File: src/rtl/core/srx_pkg.sv
// shared types and constants for the serial frame receiver
// no dependencies
`default_nettype none

package srx_pkg;

    localparam int unsigned DataW     = 8;
    localparam int unsigned IndexW    = 7;
    localparam int unsigned LenW      = 6;
    localparam int unsigned OverheadW = 5;
    localparam int unsigned PosW      = 4;

    localparam logic [PosW-1:0]      ParityPos       = PosW'(9);
    localparam logic [PosW-1:0]      FirstDataPos    = PosW'(1);
    localparam logic [IndexW-1:0]    LengthByteIndex = IndexW'(1);
    localparam logic [OverheadW-1:0] OverheadReset   = OverheadW'(3);

    localparam int unsigned STdataW = 8;
    localparam int unsigned MTdataW = 16;
    localparam int unsigned MTuserW = 2;

    typedef struct packed {
        logic [DataW-1:0]  data_byte;
        logic [IndexW-1:0] byte_index;
        logic              parity_bad;
        logic              frame_has_error;
        logic              frame_last;
    } srx_result_t;

endpackage

`default_nettype wire

File: src/rtl/core/srx_in_reg.sv
// input register: holds one line sample until the frame logic takes it
// depends on srx_pkg
`default_nettype none

module srx_in_reg (
    input  wire logic                        aclk,
    input  wire logic                        aresetn,
    input  wire logic                        s_tvalid,
    output logic                             s_tready,
    input  wire logic [srx_pkg::STdataW-1:0] s_tdata,
    input  wire logic                        take,
    output logic                             sample_valid,
    output logic                             sample_bit
);
    import srx_pkg::*;

    logic valid_reg;
    logic valid_next;
    logic bit_reg;

    // free slot, or the held sample leaves this cycle
    assign s_tready = !valid_reg || take;

    always_comb begin
        valid_next = valid_reg;
        if (s_tready) begin
            valid_next = s_tvalid;
        end
    end

    always_ff @(posedge aclk) begin
        if (!aresetn) begin
            valid_reg <= 1'b0;
        end else begin
            valid_reg <= valid_next;
        end
        if (s_tready && s_tvalid) begin
            bit_reg <= s_tdata[0];
        end
    end

    assign sample_valid = valid_reg;
    assign sample_bit   = bit_reg;

endmodule

`default_nettype wire

File: src/rtl/core/srx_core.sv
// frame state: start detect, byte assembly, parity and frame counting
// depends on srx_pkg
`default_nettype none

module srx_core (
    input  wire logic                            aclk,
    input  wire logic                            aresetn,
    input  wire logic                            step,
    input  wire logic                            sample_bit,
    input  wire logic [srx_pkg::OverheadW-1:0]   frame_overhead,
    output logic                                 at_parity,
    output logic                                 emit,
    output srx_pkg::srx_result_t                 result
);
    import srx_pkg::*;

    logic                 receiving_reg,  receiving_next;
    logic [PosW-1:0]      pos_reg,        pos_next;
    logic [DataW-1:0]     shift_reg,      shift_next;
    logic [IndexW-1:0]    bytes_done_reg, bytes_done_next;
    logic [LenW-1:0]      length_reg,     length_next;
    logic                 error_reg,      error_next;

    logic                 parity_bad;
    logic [LenW-1:0]      length_now;
    logic [IndexW:0]      count;
    logic [IndexW:0]      bound;
    logic                 last;
    logic                 err_now;

    assign at_parity = receiving_reg && (pos_reg == ParityPos);
    assign emit      = step && at_parity;

    // odd parity: data ones plus parity bit must be odd
    assign parity_bad = sample_bit != ~(^shift_reg);
    assign err_now    = error_reg | parity_bad;
    assign length_now = (bytes_done_reg == LengthByteIndex) ? shift_reg[LenW-1:0]
                                                            : length_reg;
    assign count = {1'b0, bytes_done_reg} + (IndexW+1)'(1);
    assign bound = (IndexW+1)'(length_now) + (IndexW+1)'(frame_overhead);
    assign last  = count >= bound;

    always_comb begin
        receiving_next  = receiving_reg;
        pos_next        = pos_reg;
        shift_next      = shift_reg;
        bytes_done_next = bytes_done_reg;
        length_next     = length_reg;
        error_next      = error_reg;
        if (step) begin
            priority if (!receiving_reg) begin
                if (!sample_bit) begin
                    receiving_next = 1'b1;
                    pos_next       = FirstDataPos;
                    shift_next     = '0;
                end
            end else if (pos_reg != ParityPos) begin
                // lsb first: eight right shifts leave bit 0 at the bottom
                shift_next = {sample_bit, shift_reg[DataW-1:1]};
                pos_next   = pos_reg + PosW'(1);
            end else begin
                receiving_next = 1'b0;
                pos_next       = '0;
                if (last) begin
                    bytes_done_next = '0;
                    length_next     = '0;
                    error_next      = 1'b0;
                end else begin
                    bytes_done_next = count[IndexW-1:0];
                    length_next     = length_now;
                    error_next      = err_now;
                end
            end
        end
    end

    always_ff @(posedge aclk) begin
        if (!aresetn) begin
            receiving_reg  <= 1'b0;
            pos_reg        <= '0;
            shift_reg      <= '0;
            bytes_done_reg <= '0;
            length_reg     <= '0;
            error_reg      <= 1'b0;
        end else begin
            receiving_reg  <= receiving_next;
            pos_reg        <= pos_next;
            shift_reg      <= shift_next;
            bytes_done_reg <= bytes_done_next;
            length_reg     <= length_next;
            error_reg      <= error_next;
        end
    end

    always_comb begin
        result.data_byte       = shift_reg;
        result.byte_index      = bytes_done_reg;
        result.parity_bad      = parity_bad;
        result.frame_has_error = err_now;
        result.frame_last      = last;
    end

endmodule

`default_nettype wire

File: src/rtl/core/srx_out_reg.sv
// result register on the output stream
// depends on srx_pkg
`default_nettype none

module srx_out_reg (
    input  wire logic                        aclk,
    input  wire logic                        aresetn,
    input  wire logic                        load,
    input  wire srx_pkg::srx_result_t        result,
    output logic                             m_tvalid,
    input  wire logic                        m_tready,
    output logic [srx_pkg::MTdataW-1:0]      m_tdata,
    output logic [srx_pkg::MTuserW-1:0]      m_tuser,
    output logic                             m_tlast
);
    import srx_pkg::*;

    logic        valid_reg;
    logic        valid_next;
    srx_result_t data_reg;

    always_comb begin
        valid_next = valid_reg;
        if (m_tready) begin
            valid_next = 1'b0;
        end
        if (load) begin
            valid_next = 1'b1;
        end
    end

    always_ff @(posedge aclk) begin
        if (!aresetn) begin
            valid_reg <= 1'b0;
        end else begin
            valid_reg <= valid_next;
        end
        if (load) begin
            data_reg <= result;
        end
    end

    assign m_tvalid = valid_reg;
    assign m_tdata  = {1'b0, data_reg.byte_index, data_reg.data_byte};
    assign m_tuser  = {data_reg.frame_has_error, data_reg.parity_bad};
    assign m_tlast  = data_reg.frame_last;

endmodule

`default_nettype wire

File: src/rtl/core/clocked_serial_frame_receiver.sv
// top level of the serial frame receiver: input register, frame logic, result register
// depends on srx_pkg, srx_in_reg, srx_core, srx_out_reg
//
//  channel | dir | tdata (lsb up)              | tuser (lsb up)              | tlast
//  s_      | in  | rx_bit, 7 zero bits         | -                           | -
//  m_      | out | data_byte, byte_index, zero | parity_bad, frame_has_error | frame_last
//  cfg_    | in  | frame_overhead (5 bits) on cfg_wr_data, written when cfg_wr_en is high
//
// one sample taken per cycle while s_tready is high; a sample reaches the frame logic in the
// cycle after it is taken, and a completed byte appears on m_ in the cycle after its parity
// sample is processed. a byte takes ten samples, so at most one result per ten samples.
// reset (aresetn low, synchronous) empties both registers, idles the frame logic and
// sets frame_overhead to 3. s_tready drops only while a parity sample waits behind an
// unaccepted result.
`default_nettype none

module clocked_serial_frame_receiver (
    input  wire logic                          aclk,
    input  wire logic                          aresetn,
    input  wire logic                          cfg_wr_en,
    input  wire logic [srx_pkg::OverheadW-1:0] cfg_wr_data,   // frame_overhead
    input  wire logic                          s_tvalid,
    output logic                               s_tready,
    input  wire logic [srx_pkg::STdataW-1:0]   s_tdata,       // [0] rx_bit, [7:1] zero
    output logic                               m_tvalid,
    input  wire logic                          m_tready,
    output logic [srx_pkg::MTdataW-1:0]        m_tdata,  // [7:0] data_byte, [14:8] byte_index
    output logic [srx_pkg::MTuserW-1:0]        m_tuser,  // [0] parity_bad, [1] frame_has_error
    output logic                               m_tlast        // frame_last
);
    import srx_pkg::*;

    logic [OverheadW-1:0] overhead_reg;
    logic                 sample_valid;
    logic                 sample_bit;
    logic                 at_parity;
    logic                 blocked;
    logic                 step;
    logic                 emit;
    srx_result_t          result;

    always_ff @(posedge aclk) begin
        if (!aresetn) begin
            overhead_reg <= OverheadReset;
        end else if (cfg_wr_en) begin
            overhead_reg <= cfg_wr_data;
        end
    end

    // a parity sample cannot proceed while the result register is still full
    assign blocked = at_parity && m_tvalid && !m_tready;
    assign step    = sample_valid && !blocked;

    srx_in_reg u_in_reg (
        .aclk         (aclk),
        .aresetn      (aresetn),
        .s_tvalid     (s_tvalid),
        .s_tready     (s_tready),
        .s_tdata      (s_tdata),
        .take         (step),
        .sample_valid (sample_valid),
        .sample_bit   (sample_bit)
    );

    srx_core u_core (
        .aclk           (aclk),
        .aresetn        (aresetn),
        .step           (step),
        .sample_bit     (sample_bit),
        .frame_overhead (overhead_reg),
        .at_parity      (at_parity),
        .emit           (emit),
        .result         (result)
    );

    srx_out_reg u_out_reg (
        .aclk     (aclk),
        .aresetn  (aresetn),
        .load     (emit),
        .result   (result),
        .m_tvalid (m_tvalid),
        .m_tready (m_tready),
        .m_tdata  (m_tdata),
        .m_tuser  (m_tuser),
        .m_tlast  (m_tlast)
    );

endmodule

`default_nettype wire

File: config.mk
export PLATFORM = sky130hd
export DESIGN_NAME = clocked_serial_frame_receiver
export DESIGN_NICKNAME = d
export VERILOG_FILES = /design/src/rtl/core/srx_pkg.sv /design/src/rtl/core/srx_in_reg.sv /design/src/rtl/core/srx_core.sv /design/src/rtl/core/srx_out_reg.sv /design/src/rtl/core/clocked_serial_frame_receiver.sv
export SDC_FILE = /design/constraint.sdc
export NUM_CORES = 1
export LEC_CHECK = 0
export BUFFER_PORTS_ARGS = -buffer_cell sky130_fd_sc_hd__buf_2
export CAP_MARGIN = 20
export CORE_MARGIN = 2
export CORE_UTILIZATION = 55
export CTS_CLUSTER_DIAMETER = 200
export DETAILED_ROUTE_END_ITERATION = 7
export PLACE_DENSITY_LB_ADDON = 0.15
export SLEW_MARGIN = 10
export SYNTH_ARGS = -nofsm -noshare
export SYNTH_HDL_FRONTEND = slang
export SYNTH_HIERARCHICAL = 1
export SYNTH_SLANG_ARGS = --single-unit
File: constraint.sdc
create_clock -name aclk -period 5.48 [get_ports aclk]
set_input_delay 0.548 -clock aclk [delete_from_list [all_inputs] [get_ports aclk]]
set_output_delay 0.548 -clock aclk [all_outputs]
set_load 0.02 [all_outputs]
-- After elaboration in Yosys (flattened, before gate mapping)
Index checks and enable logic that the tools add are counted.
- add/sub/neg operators: 3
- $mul: 0
- divide/modulo/power cells: 0
- order comparisons: 1
- eq/ne operators: 6
- shift operators: 0
- muxes and demuxes: 15
- bitwise logic cells: 3
- reductions and logical operators: 15
- operators by type and width (operator ; number):
    two-way mux 8 bit ; 3
    two-way mux 4 bit ; 3
    two-way mux 6 bit ; 2
    adder 7 x 1 -> 8 bit, second input constant ; 1
    greater-or-equal comparator 8 bit ; 1
    XOR reduction 8 bit ; 1
    adder 6 x 5 -> 7 bit ; 1
    == test 7 x 1 -> 1 bit, second input constant ; 1
    two-way mux 7 bit ; 1
    logical AND 1 bit ; 6
    two-way mux 1 bit ; 6
    AND reduction 3 bit ; 2
    adder 4 x 1 -> 4 bit, second input constant ; 1
    == test 4 bit, second input constant ; 1
    != test 4 bit, second input constant ; 1
    zero test 1 bit ; 3
    != test 2 x 1 -> 1 bit, second input constant ; 1
    != test 2 bit, second input constant ; 1
    NOT 1 bit ; 2
    AND reduction 2 bit ; 1
    nonzero test 2 bit ; 1
    logical OR 1 bit ; 1
    != test 1 bit ; 1
    OR 1 bit ; 1
- flip-flop bits (word level): 53
- bits in latches: 0
- memory bits (writable): 0
- ROM bits: 0
- memories kept: 0

-- Depth between registers and ports, before layout
Gate-level depths: netlist (run 1).
- depth after elaboration: 8
- depth in mapped cells: 19
- depth with buffers taken out: 18

-- Cells and area by module
Netlist (run 1), hierarchy kept.
- by module, submodules not included (module ; times used ; cells each ; area each (sq um) ; sequential area each (sq um)):
    srx_core ; 1 ; 211 ; 1958.1 ; 540.5
    srx_out_reg ; 1 ; 23 ; 593.1 ; 560.5
    clocked_serial_frame_receiver ; 1 ; 18 ; 198.9 ; 100.1
    srx_in_reg ; 1 ; 6 ; 87.6 ; 50.0

-- Worst setup path after synthesis (run 1)
OpenSTA, ideal clock, no wires.
- kind: reg-to-reg
- start: reg u_core.bytes_done_reg[2]
- end: reg u_out_reg.data_reg (netlist bit u_out_reg/m_tlast), data pin
- arrival time: 3.287 ns
- slack: 1.941 ns
- stages on the path, launching flop included: 19
- period minus slack after synthesis: 3.539 ns
- cell sequence: dfxtp_1 buf_6 nor4_4 nand3b_4 mux2i_1 inv_1 ha_1 a21oi_1 nand2_1 a21o_1 a21oi_1 xor2_1 ha_1 a21o_1 a21oi_1 o21ai_2 buf_6 or2_1 buf_4
- cells in the longest elaborated chain, start to end: 4
- elaborated cells between the ends (all ways): 5
- those cells by class: add/sub (2); order compare (1); eq/ne (1); mux (1)
- ends and longest elaborated chain (item ; line ; RTL):
    start, declared ; srx_core.sv:20 ; logic [IndexW-1:0] bytes_done_reg, bytes_done_next;
    start signal, assigned ; srx_core.sv:89 ; bytes_done_reg <= bytes_done_next;
    == test 7 x 1 -> 1 bit ; srx_core.sv:37 ; assign length_now = (bytes_done_reg == LengthByteIndex) ? shift_reg[LenW-1:0]
    two-way mux 6 bit ; srx_core.sv:37 ;
    adder 6 x 5 -> 7 bit ; srx_core.sv:40 ; assign bound = (IndexW+1)'(length_now) + (IndexW+1)'(frame_overhead);
    greater-or-equal comparator 8 bit (*) ; srx_core.sv:41 ; assign last = count >= bound;
    named net u_core.last ; srx_core.sv:28 ; logic last;
    end signal, assigned ; srx_out_reg.sv:39 ; data_reg <= result;
    end, declared ; srx_out_reg.sv:20 ; srx_result_t data_reg;
The timed path passes the listed nets; every way through them passes the cells marked *.
A chain may end at the register's enable or synchronous reset.

-- Worst setup path after layout (run 1)
- start: reg u_core.bytes_done_reg[2]
- end: reg u_core.bytes_done_reg[3]
- cells in the longest elaborated chain, start to end: 5
- elaborated cells between the ends (all ways): 6
- those cells by class: add/sub (2); order compare (1); eq/ne (1); mux (2)
- ends and longest elaborated chain (item ; line ; RTL):
    == test 7 x 1 -> 1 bit ; srx_core.sv:37 ;
    two-way mux 6 bit ; srx_core.sv:37 ;
    adder 6 x 5 -> 7 bit ; srx_core.sv:40 ;
    greater-or-equal comparator 8 bit ; srx_core.sv:41 ;
    two-way mux 7 bit (*) ; srx_core.sv:64 ; if (last) begin
Mark *: on every way between the ends. The rest lies on a longest branch, timed or not.

==> results by group, run 1 <==
Min path
  • Min-delay src: s_tdata[0]
  • End of the worst hold path: u_in_reg/sample_bit
  • Hold Crit Class: in2reg
  • Hold Crit Depth: 1

GRT
  • GRT Total Usage: 17.8%
  • Pin count of the biggest net entering global routing: 40
  • Initial antenna violation count: 0
  • Remaining Overflow, GRT: 0
  • First-pass GRT wire length: 7670 um
  • Vias in the first global route: 1669

Worst setup path
  • Beginning of the worst register-to-register path: u_core/bytes_done_reg[2]
  • Critical path origin: u_core/bytes_done_reg[2]
  • Critical Path, Cell by Cell: nor4_4 > nand3b_4 > mux2i_1 > inv_1 > ha_1 > inv_1 > fa_1 > nor2b_1 > o21ai_0 > nand2b_1 > and2_1 > o21ai_1 > ha_1 > o2111ai_1 > o21ai_2 > nor3_2 > a32o_1
  • Slowest stage delay, CP: 0.66 ns
  • Critical path capture point type: register
  • Worst Path Required: 5.68 ns
  • CP max FO: 16
  • R2r endpoint: u_core/bytes_done_reg[3]
  • Number of cells on the worst reg-to-reg path: 17
  • Crit-path slowest cell: o21ai_2
  • Critical Path Source Type: register
  • Critical Path AT: 4.20 ns
  • R2r setup slk: 1.48 ns
  • Critical path class: reg2reg

Clock network
  • Clk_lat worst skew: 0.30 ns
  • Setup Buffers After CTS: 0
  • Clk buf depth: 2
  • Depth of the CTS H-tree: 2
  • Clock Sinks: 53
  • CTS clock-pin slew for the worst setup and hold paths: 0.09 ns
  • CTS Buf Count: 5
  • Root buffer cell: clkbuf_8
  • PostCTS Resize Cnt: 0
  • CTS tree: yes
  • Hold Buf Count CTS: 0

Pwr
  • Comb pwr share: 5.7%
  • Sw Ratio: 22.7%
  • Seq pwr share: 61.8%
  • Internal power: 0.000517 W
  • Clock power frac: 32.5%
  • Power Dens Cells: 219 mW/mm^2
  • Lkg Pwr: 1.42 nW
  • P_sw: 0.000151 W
  • Worst VDD drop: 194 uV

Timing
  • Worst Skew: 0.00507 ns
  • Period utilization: 73.1%
  • Hold Vio Cnt, Final: 0
  • Crit path time final: 4.00 ns
  • Worst slew pin tran: 0.794 ns
  • Unrepaired setup endpoints after global routing: false
  • Slew Limit Fails: 0
  • Max_slew headroom: 47.1%
  • Setup TNS: 0 ns
  • Min Hold Slack: 0.426 ns
  • Fmax: 250 MHz
  • Setup-failing EPs final: 0
  • Setup ws final: 1.48 ns

Detailed routing
  • Drt drc: 0
  • Post-DRT Antenna Nets: 0
  • Drt pass-1 iters: 4
  • WL/cell: 13.0 um
  • Via count: 1858
  • Vias per cell: 5.29
  • WL final: 4550 um
  • Initial DRC Count: 111

Final layout
  • Share of cells above drive strength 1: 20.6%
  • Final cell count without fillers: 351
  • Synth-to-layout area growth: 7.58%
  • Ant. Diodes: 0
  • FILL cells: 444
  • Max reg flops: 15
  • Nets: 316
  • Core Util, Final: 60.5%

Synthesis
  • Synth Register Bits: 53
  • Synth cell types: 60
  • Syn nets: 294
  • Post-synth top cells: 34 x dfxtp_1, 19 x edfxtp_1, 17 x ha_1, 17 x inv_1
  • YS warnings: 6
  • Ys flop type: dfxtp_1
  • Mapped cell area: 0.00284 mm^2
  • Top cells by area, synth: dfxtp_1 24%, edfxtp_1 20%, ha_1 7.5%
  • Post-Syn Instances: 258
  • Seq/Total Area, Yosys: 44.1%
  • Top cell type's share of synthesized area: 24.0%
  • Number of synthesized flops with an enable pin: 19
  • Synth area leader: dfxtp_1
  • Syn_area_per_cell: 11.0 um^2
  • Ys async rst share: 0%
  • Most frequent cell after synthesis: dfxtp_1

Floorplanning
  • Die W: 75.8 um
  • Starting Density: 56.3%
  • Die area: 0.00575 mm^2
  • Core area: 0.00504 mm^2
  • Die Ht: 75.8 um
  • I/O pins: 39
  • Num rows: 26

Placement
  • Port-buffer cells: 30
  • Detailed placement HPWL: 3170 um
  • DP Worst Slack: 1.46 ns
  • GPL Wtd Cong: 0.816
  • Placed instance count: 343

Flow run
  • Max Cap Viol: 0

Run status
  • Outcome: finished clean
## worst max-delay path: cells and delay by family, from the launching register on
kind                     cells  cell delay [ns]
AO/OA/AOI/OAI                5             1.21
AND/OR/NAND/NOR              6             1.08
adder cells (fa/ha/maj)      3             0.84
flip-flops                   1             0.44
multiplexers                 1             0.17
buffers and inverters        2             0.14
## kinds of logic after synthesis
logic type	after synthesis	share of synthesized area [%]
buffers and inverters	34	6.48
adders and majority gates	18	8.20
other	1	0.132
DFF	53	44.1
xor gates and xnor gates	16	5.69
and+or+nand+nor	74	17.3
muxes	11	4.06
AOI/OAI and AO/OA	51	14.1
## metal layers
metal,wire length (um),part of all wire (%),GRT usage [%]
met5,0,0,0
met4,56,1.2,5.26
met3,124,2.7,3.97
met2,2060,45,28.4
met1,2300,51,24.2
## metrics by stage
step,total power (W),area [um^2]
floorplan,0.000454,2840
global placement,0.000460,2960
detailed placement,0.000461,2960
CTS,0.000677,3050
global route,0.000695,3050
finish,0.000669,3050
## how the worst max path moves through the flow
stage | to | depth (start not counted)
floorplan | u_out_reg/m_tlast | 18
global placement | u_core/bytes_done_reg[4] | 17
detailed placement | u_core/bytes_done_reg[3] | 17
CTS | u_core/bytes_done_reg[3] | 17
global route | u_core/bytes_done_reg[3] | 17
finish | u_core/bytes_done_reg[3] | 17
## placed cells by master, fill, tap and decap left out, types with 9 or more instances in the layout
cell / count
a22oi_1: 9
mux2i_1: 9
xnor2_1: 9
nor2b_1: 15
inv_1: 17
nand2_1: 15
dfxtp_1: 34
buf_2: 30
edfxtp_1: 19
and2_1: 10
ha_1: 17
## power by group through the flow
stage	registers (W)	logic [W]	clock network, W
finish	0.000413	0.0000379	0.000217
global route	0.000414	0.0000427	0.000238
CTS	0.000414	0.0000382	0.000225
detailed placement	0.000423	0.0000381	0
global placement	0.000422	0.0000372	0
floorplan	0.000421	0.0000324	0
## area by class of cell
class                   count  area, um^2  area share [%]
clock buffers               5        68.8            2.25
flip-flops and latches     53        1250            41.0
well taps                  70        87.6            2.87
inverters                  19        71.3            2.34
multi-input cells         171        1400            45.9
clock inverters             3        21.3           0.697
repair buffers             30         150            4.92
Note: power is estimated with default switching activity, not from simulation.
==> run 2: changes to the inputs <==
--- a/config.mk
+++ b/config.mk
@@ -5,10 +5,11 @@
 export SDC_FILE = /design/constraint.sdc
 export NUM_CORES = 1
 export LEC_CHECK = 0
+export ABC_AREA = 1
 export BUFFER_PORTS_ARGS = -buffer_cell sky130_fd_sc_hd__buf_2
 export CAP_MARGIN = 20
 export CORE_MARGIN = 2
-export CORE_UTILIZATION = 55
+export CORE_UTILIZATION = 51
 export CTS_CLUSTER_DIAMETER = 200
 export DETAILED_ROUTE_END_ITERATION = 7
 export PLACE_DENSITY_LB_ADDON = 0.15
==> constraint.sdc (replaced) <==
create_clock -name aclk -period 3.3 [get_ports aclk]
set_input_delay 0.33 -clock aclk [delete_from_list [all_inputs] [get_ports aclk]]
set_output_delay 0.33 -clock aclk [all_outputs]
set_load 0.02 [all_outputs]
==> run 2 against run 1 <==
  * The run now ends with negative setup slack left
  * Sequential power up 67%
  * Power increased by 68%
  * Wire length grew 18%
  * Non-clock buffer count grew 27
  * Synthesized area decreased by 4.5%
  * Core utilization up 6.4 points
  * Via count is 20% higher
  * Register-to-register slack worse by 1.5 ns
  * Critical endpoint is now u_core/length_reg[3]
  * Largest power group unchanged
==> results by group, run 2 <==
Placement
  • Placed instance count: 442
  • GPL Wtd Cong: 0.805
  • Port-buffer cells: 30
  • Detailed placement HPWL: 3550 um
  • Placed Area: 0.00304 mm^2

Synthesis
  • Top cells by area, synth: dfxtp_1 25%, edfxtp_1 21%, nand2_1 13%
  • Post-Synth Simple-Gate Area: 22.3%
  • Synth Register Bits: 53
  • Complex-gate fraction of the synthesized area: 9.88%
  • Post-synth top cells: 93 x nand2_1, 44 x inv_1, 34 x dfxtp_1
  • YS warnings: 6
  • Synth cell types: 32
  • Ys flop type: dfxtp_1
  • Seq/Total Area, Yosys: 46.2%
  • Syn nets: 368
  • Multiplexer share of the synthesized area: 0%
  • Number of synthesized flops with an enable pin: 19
  • Most frequent cell after synthesis: nand2_1
  • Post-Syn Instances: 332
  • Ys async rst share: 0%
  • XOR/XNOR Fraction of Synth Area: 3.88%
  • Area share of fa/ha/maj cells after synthesis: 8.59%
  • Mapped cell area: 0.00271 mm^2
  • Top cell type's share of synthesized area: 25.1%
  • Syn_area_per_cell: 8.16 um^2
  • Main combinational cell family by area after synthesis: simple AND/OR/NAND/NOR gates
  • Synth area leader: dfxtp_1

Pwr
  • P_sw: 0.000261 W
  • Internal power: 0.000862 W
  • Lkg Pwr: 1.48 nW
  • Power Dens Cells: 328 mW/mm^2
  • Seq pwr share: 61.3%
  • Worst VDD drop: 194 uV
  • Comb pwr share: 6.8%
  • Sw Ratio: 23.3%
  • Clock power frac: 31.8%
  • Post-layout power: 0.00112 W

Timing
  • Hold Vio Cnt, Final: 0
  • Period utilization: 101%
  • Worst slew pin tran: 0.851 ns
  • Setup TNS: -0.0437 ns
  • Crit path time final: 3.33 ns
  • Max_slew headroom: 42.9%
  • Worst Skew: 0.00285 ns
  • Setup-failing EPs final: 3
  • Unrepaired setup endpoints after global routing: true
  • Fmax: 301 MHz
  • Slew Limit Fails: 0
  • Setup ws final: -0.0252 ns

Final layout
  • Final cell count without fillers: 457
  • FILL cells: 420
  • Core Util, Final: 67.0%
  • Leading cell type in the layout, fill and taps excluded: nand2_1
  • Ant. Diodes: 0
  • Share of cells above drive strength 1: 29.7%
  • Most frequent cells in the layout: 86 x nand2_1, 41 x inv_1, 32 x dfxtp_1
  • Nets: 422
  • Synth-to-layout area growth: 26.2%
  • Layout Cell Area excl Fill: 0.00342 mm^2
  • Max reg flops: 15

Clock network
  • CTS tree: yes
  • CTS Buf Count: 5
  • Clk_lat worst skew: 0.30 ns
  • Clock Sinks: 53
  • Clk buf depth: 2
  • Depth of the CTS H-tree: 2
  • CTS clock-pin slew for the worst setup and hold paths: 0.09 ns
  • Root buffer cell: clkbuf_8

Floorplanning
  • Starting Density: 53.1%
  • Die Ht: 76.9 um
  • Core area: 0.00511 mm^2
  • I/O pins: 39
  • Num rows: 26
  • Die W: 76.9 um
  • Die area: 0.00591 mm^2

Detailed routing
  • Initial DRC Count: 101
  • WL/cell: 11.7 um
  • Post-DRT Antenna Nets: 0
  • Via count: 2225
  • Drt pass-1 iters: 4
  • Vias per cell: 4.87
  • Drt drc: 0
  • WL final: 5360 um

Worst setup path
  • Critical Path AT: 3.53 ns
  • Critical Path Source Type: register
  • Critical path capture point type: register
  • Worst Path Required: 3.51 ns
  • Critical path class: reg2reg
  • CP max FO: 6

Run status
  • Failing checks: negative setup slack
  • Outcome: finished with violations

GRT
  • Initial antenna violation count: 0
  • Pin count of the biggest net entering global routing: 27
  • First-pass GRT wire length: 8330 um
  • Remaining Overflow, GRT: 0
  • Met2 Use GR: 29.4%
  • Vias in the first global route: 1957
  • Met3 usage: 2.47%
  • GR peak layer: met2
  • GRT Total Usage: 17.3%
  • GR Util met1: 23.0%

Flow run
  • Max Cap Viol: 0

Min path
  • Hold Crit Class: in2reg
run 2: cell families after synthesis:
group,Yosys count
AND/OR/NAND/NOR,143
buffers and inverters,57
flip-flops,53
AO/OA/AOI/OAI,48
adder cells (fa/ha/maj),18
XOR/XNOR,12
other,1
run 2: power by group through the flow:
stage          logic (W)  registers, W  clock network (W)
5_1_grt        0.0000871      0.000690           0.000387
6_report       0.0000766      0.000689           0.000358
3_5_place_dp   0.0000697      0.000703                  0
4_1_cts        0.0000703      0.000688           0.000364
3_3_place_gp   0.0000675      0.000702                  0
2_1_floorplan  0.0000550      0.000700                  0
run 2: final cells by class:
type | count | area (um^2) | area share, %
multi-input combinational | 222 | 1420 | 41.5
clock buffer | 6 | 72.6 | 2.12
tap | 70 | 87.6 | 2.56
timing repair buffer | 57 | 394 | 11.5
clock inverter | 2 | 13.8 | 0.402
inverter | 47 | 176 | 5.16
sequential | 53 | 1260 | 36.7
run 2: stage by stage:
step	setup WS, ns	hold slack, ns
after floorplan	0.167	0.414
after CTS	0.000656	0.194
after global routing	-0.201	0.194
after global placement	-0.119	0.451
final	-0.0252	0.198
after detailed placement	-0.229	0.456
run 2: worst max-delay path, cell delays in order (launching register included):
cell	delay, ns
dfxtp_4	0.36
nor3_4	0.22
nand3_4	0.16
buf_6	0.17
o21ai_2	0.21
ha_4	0.26
a21oi_1	0.15
inv_1	0.09
a31oi_4	0.16
nor2_2	0.06
o21ai_1	0.13
ha_1	0.29
a21oi_2	0.15
nand3_1	0.10
inv_2	0.08
nand3_4	0.08
nor2_4	0.18
clkbuf_16	0.19
nand2_1	0.06
a21oi_1	0.13
run 2: final timing paths:
check,from,endpoint,slack (ns),cells after the start
hold / removal,s_tdata[0],u_in_reg/sample_bit,0.20,1
setup reg to reg,u_core/bytes_done_reg[6],u_core/length_reg[3],-0.03,19
hold reg to reg,u_core/length_reg[4],u_core/length_reg[4],0.47,2
setup / recovery,u_core/bytes_done_reg[6],u_core/length_reg[3],-0.03,19
run 2: layer usage:
metal / up-vias / wire [um] / part of all wire, %
met4: 0 / 65 / 1.2
li1: 1157 / - / -
met2: 43 / 2650 / 50
met1: 1017 / 2360 / 44
met3: 8 / 278 / 5.2
met5: - / 0 / 0
run 2: repair_timing:
action	in CTS	in global routing
setup buffers	2	5
pin swaps	2	21
gates cloned	0	1
resized for setup	8	46
hold buffers	0	0
endpoints found under the setup margin	15	15
==> run 3: changes to the inputs <==
--- a/config.mk
+++ b/config.mk
@@ -12,7 +12,7 @@
 export CORE_UTILIZATION = 51
 export CTS_CLUSTER_DIAMETER = 200
 export DETAILED_ROUTE_END_ITERATION = 7
-export PLACE_DENSITY_LB_ADDON = 0.15
+export PLACE_DENSITY = 0.8
 export SLEW_MARGIN = 10
 export SYNTH_ARGS = -nofsm -noshare
 export SYNTH_HDL_FRONTEND = slang
==> run 3 against run 2 <==
  * The flow now finishes without violations
  * Die area is the same
  * Sequential share of layout area grew 0.91 points
  * Clock skew grew 0.0056 ns
  * Non-clock buffer count shrank 2
  * Maximum frequency grew 0.95%
  * Critical path type unchanged
  * Critical endpoint is now u_core/length_reg[4]
  * Largest cell class unchanged
==> results by group, run 3 (synthesized netlist as in run 2, its figures left out) <==
Timing
  • Crit path time final: 3.29 ns
  • Max_slew headroom: 42.9%
  • Worst Skew: 0.00843 ns
  • Period utilization: 99.8%
  • Setup-failing EPs final: 0
  • Setup TNS: 0 ns
  • Hold Vio Cnt, Final: 0
  • Fmax: 304 MHz
  • Unrepaired setup endpoints after global routing: true
  • Slew Limit Fails: 0
  • Worst slew pin tran: 0.851 ns

Worst setup path
  • Worst Path Required: 3.52 ns
  • Critical Path AT: 3.51 ns
  • Crit-path slowest cell: ha_1
  • Critical Path Source Type: register
  • Critical path class: reg2reg
  • Slowest stage delay, CP: 0.37 ns
  • CP max FO: 8
  • Critical path capture point type: register
  • Critical Path, Cell by Cell: nor3_4 > nand3_4 > o21ai_4 > ha_2 > inv_2 > fa_2 > inv_2 > a31oi_4 > nor2_2 > o21ai_1 > ha_1 > buf_6 > nand2_4 > nor2_2 > nand2_2 > nand3_4 > nor2_4 > buf_6 > nand2_1 > a21oi_1

Floorplanning
  • Core area: 0.00511 mm^2
  • I/O pins: 39
  • Die area: 0.00591 mm^2
  • Starting Density: 53.1%
  • Die W: 76.9 um
  • Num rows: 26
  • Die Ht: 76.9 um

Final layout
  • Share of cells above drive strength 1: 28.8%
  • Leading cell type in the layout, fill and taps excluded: nand2_1
  • Ant. Diodes: 0
  • Core Util, Final: 65.3%
  • Nets: 420
  • Max reg flops: 15
  • Final cell count without fillers: 455
  • Most frequent cells in the layout: 87 x nand2_1, 41 x inv_1, 31 x dfxtp_1
  • Synth-to-layout area growth: 23.0%

Pwr
  • Internal power: 0.000939 W
  • Seq pwr share: 56.7%
  • Lkg Pwr: 1.44 nW
  • Sw Ratio: 22.6%
  • Power Dens Cells: 364 mW/mm^2
  • Comb pwr share: 6.4%
  • Worst VDD drop: 234 uV
  • Clock power frac: 36.9%
  • P_sw: 0.000274 W

Placement
  • Port-buffer cells: 30
  • GPL Wtd Cong: 0.851
  • Placed instance count: 439
  • Detailed placement HPWL: 3540 um

GRT
  • First-pass GRT wire length: 8520 um
  • Remaining Overflow, GRT: 0
  • Initial antenna violation count: 0
  • Pin count of the biggest net entering global routing: 27
  • Vias in the first global route: 2001
  • GRT Total Usage: 17.7%

Clock network
  • CTS tree: yes
  • CTS Buf Count: 5
  • Clk_lat worst skew: 0.31 ns
  • Hold Buf Count CTS: 0
  • Depth of the CTS H-tree: 2
  • Clock Sinks: 53
  • Clk buf depth: 2
  • CTS clock-pin slew for the worst setup and hold paths: 0.10 ns
  • Root buffer cell: clkbuf_8

Detailed routing
  • Vias per cell: 5.03
  • Drt drc: 0
  • WL/cell: 12.2 um
  • Post-DRT Antenna Nets: 0
  • WL final: 5550 um
  • Drt pass-1 iters: 4
  • Via count: 2289
  • Initial DRC Count: 168

Flow run
  • Max Cap Viol: 0

Min path
  • Hold Crit Class: in2reg

Run status
  • Outcome: finished clean
[run 3: what timing repair did]
action | CTS | global route
gates resized for setup | 10 | 37
buffers inserted | 3 | 5
endpoints found under the setup margin | 15 | 15
pin swaps | 4 | 19
[run 3: per-layer routing]
metal | global-route usage [%] | up-vias | share of wire, %
met5 | 0 | - | 0
met4 | 8.91 | 0 | 2.3
met3 | 2.12 | 13 | 4.7
met2 | 29.8 | 68 | 51
met1 | 22.5 | 1053 | 42
li1 | - | 1155 | -
[run 3: path summary, 6_finish.rpt]
| check | from | endpoint | slack (ns) | depth (start not counted) |
|---|---|---|---|---|
| setup / recovery | u_core/bytes_done_reg[6] | u_core/length_reg[4] | 0.006 | 20 |
| hold / removal | s_tdata[0] | u_in_reg/sample_bit | 0.19 | 1 |
| setup reg to reg | u_core/bytes_done_reg[6] | u_core/length_reg[4] | 0.006 | 20 |
| hold reg to reg | overhead_reg[0] | overhead_reg[0] | 0.48 | 2 |
[run 3: layout make-up]
cell class	count	area [um^2]
clock buffers	5	68.8
clock inverters	3	43.8
fillers	408	1770
inverters	47	176
multi-input cells	222	1350
flip-flops and latches	53	1250
well taps	70	87.6
repair buffers	55	357
[run 3: critical path: cells and delay by family, from the launching register on]
| kind | cells | cell delay, ns |
|---|---|---|
| adder cells (fa/ha/maj) | 3 | 0.93 |
| AND/OR/NAND/NOR | 9 | 0.98 |
| flip-flops | 1 | 0.35 |
| AO/OA/AOI/OAI | 4 | 0.49 |
| buffers and inverters | 4 | 0.43 |
[run 3: through the flow]
stage,total power [W],hold WS (ns),setup slack [ns],area [um^2]
after detailed placement,0.000772,0.456,-0.226,3010
after CTS,0.00121,0.185,0.0386,3180
after global placement,0.000769,0.450,-0.0698,3010
after floorplan,0.000755,0.414,0.167,2710
final,0.00121,0.189,0.00603,3330
after global routing,0.00125,0.194,-0.184,3330
[run 3: power by group through the flow]
stage / Clock, W / Sequential [W] / Combinational (W)
3_5_place_dp: 0 / 0.000703 / 0.0000696
4_1_cts: 0.000451 / 0.000687 / 0.0000714
5_1_grt: 0.000476 / 0.000689 / 0.0000874
3_3_place_gp: 0 / 0.000702 / 0.0000670
6_report: 0.000447 / 0.000688 / 0.0000774
2_1_floorplan: 0 / 0.000700 / 0.0000550
